<file path="src/sv/twis_pkg.sv">
// Shared types and constants for the top-hat window intensity sum block.
package twis_pkg;

  localparam int unsigned MaxPeaks = 4096;
  localparam int unsigned CntW     = $clog2(MaxPeaks + 1);
  localparam int unsigned AddrW    = $clog2(MaxPeaks);

  localparam logic [1:0] ActStart = 2'd0;
  localparam logic [1:0] ActLoad  = 2'd1;
  localparam logic [1:0] ActQuery = 2'd2;

  localparam logic [1:0] CfgMzWindow = 2'd0;
  localparam logic [1:0] CfgPpmMode  = 2'd1;
  localparam logic [1:0] CfgImWindow = 2'd2;

  localparam logic [47:0] SumMax   = 48'hFFFF_FFFF_FFFF;
  localparam logic [27:0] PpmScale = 28'd200000000;

  typedef struct packed {
    logic [1:0]  action;
    logic [31:0] spectrum_rt;
    logic [31:0] peak_mz;
    logic [31:0] peak_intensity;
    logic [19:0] peak_mobility;
    logic [31:0] target_mz;
    logic [19:0] target_mobility;
    logic        use_mobility;
    logic [31:0] rt_low;
    logic [31:0] rt_high;
  } in_item_t;

  typedef struct packed {
    logic [31:0] result_rt;
    logic [47:0] intensity_sum;
    logic        saturated;
  } out_item_t;

  typedef enum logic [2:0] {
    PtrHold,
    PtrCur,
    PtrCurDec,
    PtrCurInc,
    PtrDec,
    PtrInc
  } ptr_sel_e;

  typedef struct packed {
    logic     start;
    logic     load;
    logic     qlatch;
    logic     cur_inc;
    logic     add;
    logic     out_load;
    ptr_sel_e ptr_sel;
  } cmd_t;

  typedef struct packed {
    logic q_skip;
    logic cur_lt_cnt;
    logic cur_nz;
    logic cur_inc_lt;
    logic ptr_nz;
    logic ptr_inc_lt;
    logic lt;
    logic mz_in;
    logic im_in;
    logic out_free;
  } st_t;

endpackage

</file>
<file path="src/sv/twis_ctrl.sv">
// Controller: sequences start, load and the query walk over the peak memory.
module twis_ctrl (
  input  logic            clk_i,
  input  logic            rst_ni,
  input  logic            in_valid_i,
  input  logic [1:0]      in_action_i,
  output logic            in_ready_o,
  input  twis_pkg::st_t   st_i,
  output twis_pkg::cmd_t  cmd_o
);
  import twis_pkg::*;

  localparam logic [2:0] SIdle   = 3'd0;
  localparam logic [2:0] SQStart = 3'd1;
  localparam logic [2:0] SRd     = 3'd2;
  localparam logic [2:0] SE1     = 3'd3;
  localparam logic [2:0] SE2     = 3'd4;
  localparam logic [2:0] SE3     = 3'd5;
  localparam logic [2:0] SLStart = 3'd6;
  localparam logic [2:0] SRStart = 3'd7;

  localparam logic [1:0] PAdv   = 2'd0;
  localparam logic [1:0] PLeft  = 2'd1;
  localparam logic [1:0] PRight = 2'd2;
  localparam logic [1:0] PDone  = 2'd3;

  logic [2:0] state_q, state_d;
  logic [1:0] phase_q, phase_d;

  assign in_ready_o = (state_q == SIdle) && (phase_q != PDone);

  always_comb begin
    state_d = state_q;
    phase_d = phase_q;
    cmd_o   = '{ptr_sel: PtrHold, default: 1'b0};
    unique case (state_q)
      SIdle: begin
        if (phase_q == PDone) begin
          // finished query waits here for the output register
          if (st_i.out_free) begin
            cmd_o.out_load = 1'b1;
            phase_d = PAdv;
          end
        end else if (in_valid_i) begin
          unique case (in_action_i)
            ActStart: cmd_o.start = 1'b1;
            ActLoad:  cmd_o.load  = 1'b1;
            ActQuery: begin
              cmd_o.qlatch = 1'b1;
              if (!st_i.q_skip) state_d = SQStart;
            end
            default: ;
          endcase
        end
      end
      SQStart: begin
        if (st_i.cur_lt_cnt) begin
          cmd_o.ptr_sel = PtrCur;
          phase_d = PAdv;
          state_d = SRd;
        end else begin
          state_d = SLStart;
        end
      end
      SRd: state_d = SE1;
      SE1: state_d = SE2;
      SE2: state_d = SE3;
      SE3: begin
        unique case (phase_q)
          PAdv: begin
            if (st_i.lt) begin
              cmd_o.cur_inc = 1'b1;
              if (st_i.cur_inc_lt) begin
                cmd_o.ptr_sel = PtrCurInc;
                state_d = SRd;
              end else begin
                state_d = SLStart;
              end
            end else begin
              cmd_o.add = st_i.mz_in && st_i.im_in;
              state_d = SLStart;
            end
          end
          PLeft: begin
            if (st_i.mz_in) begin
              cmd_o.add = st_i.im_in;
              if (st_i.ptr_nz) begin
                cmd_o.ptr_sel = PtrDec;
                state_d = SRd;
              end else begin
                state_d = SRStart;
              end
            end else begin
              state_d = SRStart;
            end
          end
          default: begin
            if (st_i.mz_in) begin
              cmd_o.add = st_i.im_in;
              if (st_i.ptr_inc_lt) begin
                cmd_o.ptr_sel = PtrInc;
                state_d = SRd;
              end else begin
                phase_d = PDone;
                state_d = SIdle;
              end
            end else begin
              phase_d = PDone;
              state_d = SIdle;
            end
          end
        endcase
      end
      SLStart: begin
        if (st_i.cur_nz) begin
          cmd_o.ptr_sel = PtrCurDec;
          phase_d = PLeft;
          state_d = SRd;
        end else begin
          state_d = SRStart;
        end
      end
      default: begin
        if (st_i.cur_inc_lt) begin
          cmd_o.ptr_sel = PtrCurInc;
          phase_d = PRight;
          state_d = SRd;
        end else begin
          phase_d = PDone;
          state_d = SIdle;
        end
      end
    endcase
  end

  always_ff @(posedge clk_i or negedge rst_ni) begin
    if (!rst_ni) begin
      state_q <= SIdle;
      phase_q <= PAdv;
    end else begin
      state_q <= state_d;
      phase_q <= phase_d;
    end
  end

endmodule

</file>
<file path="config.mk">
export PLATFORM = sky130hd
export DESIGN_NAME = twis_ctrl
export DESIGN_NICKNAME = d
export VERILOG_FILES = /design/src/sv/twis_pkg.sv /design/src/sv/twis_ctrl.sv
export SDC_FILE = /design/constraint.sdc
export NUM_CORES = 1
export LEC_CHECK = 0
export BUFFER_PORTS_ARGS = -buffer_cell sky130_fd_sc_hd__buf_2
export CAP_MARGIN = 5
export CELL_PAD_IN_SITES_DETAIL_PLACEMENT = 0
export CELL_PAD_IN_SITES_GLOBAL_PLACEMENT = 2
export CORE_MARGIN = 2
export CORE_UTILIZATION = 25
export CTS_CLUSTER_SIZE = 24
export DETAILED_ROUTE_END_ITERATION = 10
export GPL_TIMING_DRIVEN = 0
export PLACE_DENSITY_LB_ADDON = 0.05
export RECOVER_POWER = 50
export SETUP_SLACK_MARGIN = 0.2
export SYNTH_ARGS = -nofsm -noshare
export SYNTH_HDL_FRONTEND = slang
export SYNTH_SLANG_ARGS = --single-unit
</file>
<file path="constraint.sdc">
create_clock -name clk_i -period 2.9 [get_ports clk_i]
set_input_delay 0.58 -clock clk_i [delete_from_list [all_inputs] [get_ports clk_i]]
set_output_delay 0.58 -clock clk_i [all_outputs]
set_load 0.1 [all_outputs]
</file>
==> key figures <==
Status
  • Status: finished, final reports clean

Setup path
  • Worst path slowest cell: buf_2
  • Reg2reg start: state_q[1]
  • Worst Path Arrival: 2010 ps
  • Worst Path Required: 2320 ps
  • Worst-path fanout max: 10
  • Worst-path cell chain: clkbuf_1, clkbuf_1, a31oi_1, o22ai_2, buf_2
  • Setup crit start: state_q[1]
  • Most common cell on crit path: clkbuf_1
  • Startpoint Class: flop
  • Crit Path Category: flop to primary output
  • Critical Path End Type: primary output
  • Slowest stage delay, CP: 440 ps

Yosys
  • Sequential-to-total area share from yosys stat: 23.3%
  • Synth area leaders: dfrtp_1, nand2_1, buf_6
  • Yosys reg bits: 5
  • Count of flip-flops with a built-in enable after synthesis: 0
  • Ys Warns: 0
  • Cell with the most instances after synthesis: nand2_1
  • Prevailing post-synth register cell: dfrtp_1
  • Syn Area/Cell: 7.89 um^2
  • Top post-synthesis cells by count: nand2_1, a31oi_1, dfrtp_1, nor2_1, nor3b_1
  • Netlist area before placement: 537 um^2
  • Mapped Cells: 68
  • Yosys cell types: 28
  • Yosys top cell area share: 23.3%
  • Async SR Flop Fraction: 100%
  • Yosys top cell by area: dfrtp_1
  • Synth Net Count: 83

Routing
  • DRC errors left: 0
  • Antenna Nets Post-Route: 0
  • WL per Instance: 11.8 um
  • Via-per-instance ratio: 4.71
  • Drt first pass iters: 4
  • Metal3 WL: 74 um
  • Routed met2 length: 715 um
  • DRT met1 WL: 652 um
  • DRT iter0 DRCs: 22
  • Vias: 575
  • DRT Wirelength: 1.44 mm
  • DR top layer: met3

Placement
  • Place WS: 488 ps
  • Routability cong.: 0.730
  • DP HPWL: 1.16 mm
  • Port buffer count: 23

Finish
  • Area occupied by multi-input gates: 354 um^2
  • Core Util, Final: 35.1%
  • Ant diodes: 0
  • Filler Cell Count: 240
  • Nets@finish: 111
  • Area of all sequential standard cells: 125 um^2
  • Layout cells sized above 1: 36.8%
  • Area Growth Syn to Fin: 30.8%

Pwr
  • Sw Share: 56.5%
  • Total Power: 0.835 mW
  • Net switching power of the design: 0.472 mW
  • Internal: 0.363 mW
  • Clock group share of total power: 9.2%
  • Worst VDD drop: 0.000419 V
  • Leak pwr: 0.329 nW
  • Logic pwr share: 74.3%
  • Flop pwr share: 16.5%
  • Pwr Density: 1190 nW/um^2

Die
  • Full die area: 2530 um^2
  • Row count: 16
  • Starting Density: 26.8%
  • Core region area: 2000 um^2
  • I/O pins: 25
  • DIE WIDTH: 50.3 um
  • Chip Height: 50.3 um

Worst hold path
  • Worst min path class: primary input to asynchronous set/reset pin

Clocking
  • Clk root buf: clkbuf_4
  • CTS Hold Bufs: 0
  • Post-CTS setup buffer count: 0
  • Clock sinks: 5
  • CTS tree: built
  • CTS Buf Count: 3
  • CTS resizes: 0
  • H-tree levels: 1
  • Worst-path clk slew: 40 ps
  • Clk Latency, worst-skew pair: 240 ps
  • Clock Tree Buf Depth: 2

Flow run
  • Number of max-cap violations: 0

Timing
  • WHS: 179 ps
  • Relative slew margins: 67.7%
  • Final hold vios: 0
  • Unrepaired setup endpoints after global routing: false
  • Fmax: 386 MHz
  • Worst-margin pin slew: 488 ps
  • Post-route minimum period: 2590 ps
  • Final worst-path cycle share: 89.3%
  • Final Max Tran Viols: 0
  • Final Skew: 1.68 ps
  • Final setup violation count: 0
  • Setup TNS Final: 0 ps
  • Final setup margin: 311 ps

GRT
  • Pin count of the biggest net entering global routing: 11
  • Initial antenna violation count: 0
  • Global route total overflow: 0
  • Vias in the first global route: 526
  • Tot GR Track Use: 12.1%
  • Global-route wire length before repair: 2.24 mm
[cell type report]
| type | instances | area share (%) |
|---|---|---|
| well taps | 27 | 4.81 |
| flip-flops and latches | 5 | 17.8 |
| inverters | 3 | 1.60 |
| repair buffers | 23 | 16.2 |
| multi-input cells | 54 | 50.4 |
| clock buffers | 4 | 3.74 |
| plain buffers | 6 | 5.35 |
[registers in the layout, summed over array words and instances, names as in the netlist]
name,count
phase_q,2
state_q,3
[through the flow]
stage / std cells / instance area (um^2)
4_1_cts: 122 / 732
2_1_floorplan: 68 / 557
5_1_grt: 122 / 702
6_report: 122 / 702
3_3_place_gp: 118 / 706
3_5_place_dp: 118 / 706
[power groups by stage]
| stage | Clock [mW] | Sequential (mW) | Combinational [mW] |
|---|---|---|---|
| 3_5_place_dp | 0 | 0.144 | 0.662 |
| 3_3_place_gp | 0 | 0.142 | 0.670 |
| 6_report | 0.0771 | 0.138 | 0.620 |
| 2_1_floorplan | 0 | 0.133 | 0.559 |
| 5_1_grt | 0.0843 | 0.146 | 0.659 |
| 4_1_cts | 0.0802 | 0.143 | 0.664 |
[kinds of logic after synthesis]
kind of cell | Yosys count | synth area share, %
xor gates and xnor gates | 1 | 1.63
buffers and inverters | 9 | 10.5
AOI/OAI and AO/OA | 16 | 22.4
and+or+nand+nor | 34 | 34.5
muxes | 3 | 7.69
DFF | 5 | 23.3
[critical path: cells and delay by family (launching register included)]
family | cells | cell delay [ps]
AOI/OAI and AO/OA | 2 | 330
DFF | 1 | 320
buffers and inverters | 3 | 1130
[worst paths after layout]
kind / to / slack, ps / cells past startpoint
worst max-delay path: cmd_o[0] / 310 / 5
worst min-delay path: state_q[2] / 180 / 1
worst max register to register: phase_q[0] / 1180 / 5
worst min register to register: phase_q[1] / 620 / 2
max in group asynchronous: phase_q[0] / 2520 / 1
min in group clk_i: phase_q[1] / 620 / 2
[per-layer routing]
layer  global-route usage (%)  up-vias
li1                         -      298
met4                     8.11        0
met3                     2.38        0
met1                     13.9      256
met5                        0        -
met2                     20.2       21
[layout by cell type, fill, tap and decap left out, types with 2 or more instances in the layout]
cell type / instances
nand2_1: 12
clkbuf_4: 3
a31oi_1: 5
nor3b_1: 4
inv_1: 3
a21oi_1: 3
nor3_1: 2
dfrtp_1: 5
and2b_1: 2
nor2_1: 5
nand3_1: 2
clkbuf_1: 6
buf_6: 2
buf_2: 22
(Power assumes the default switching activity.)
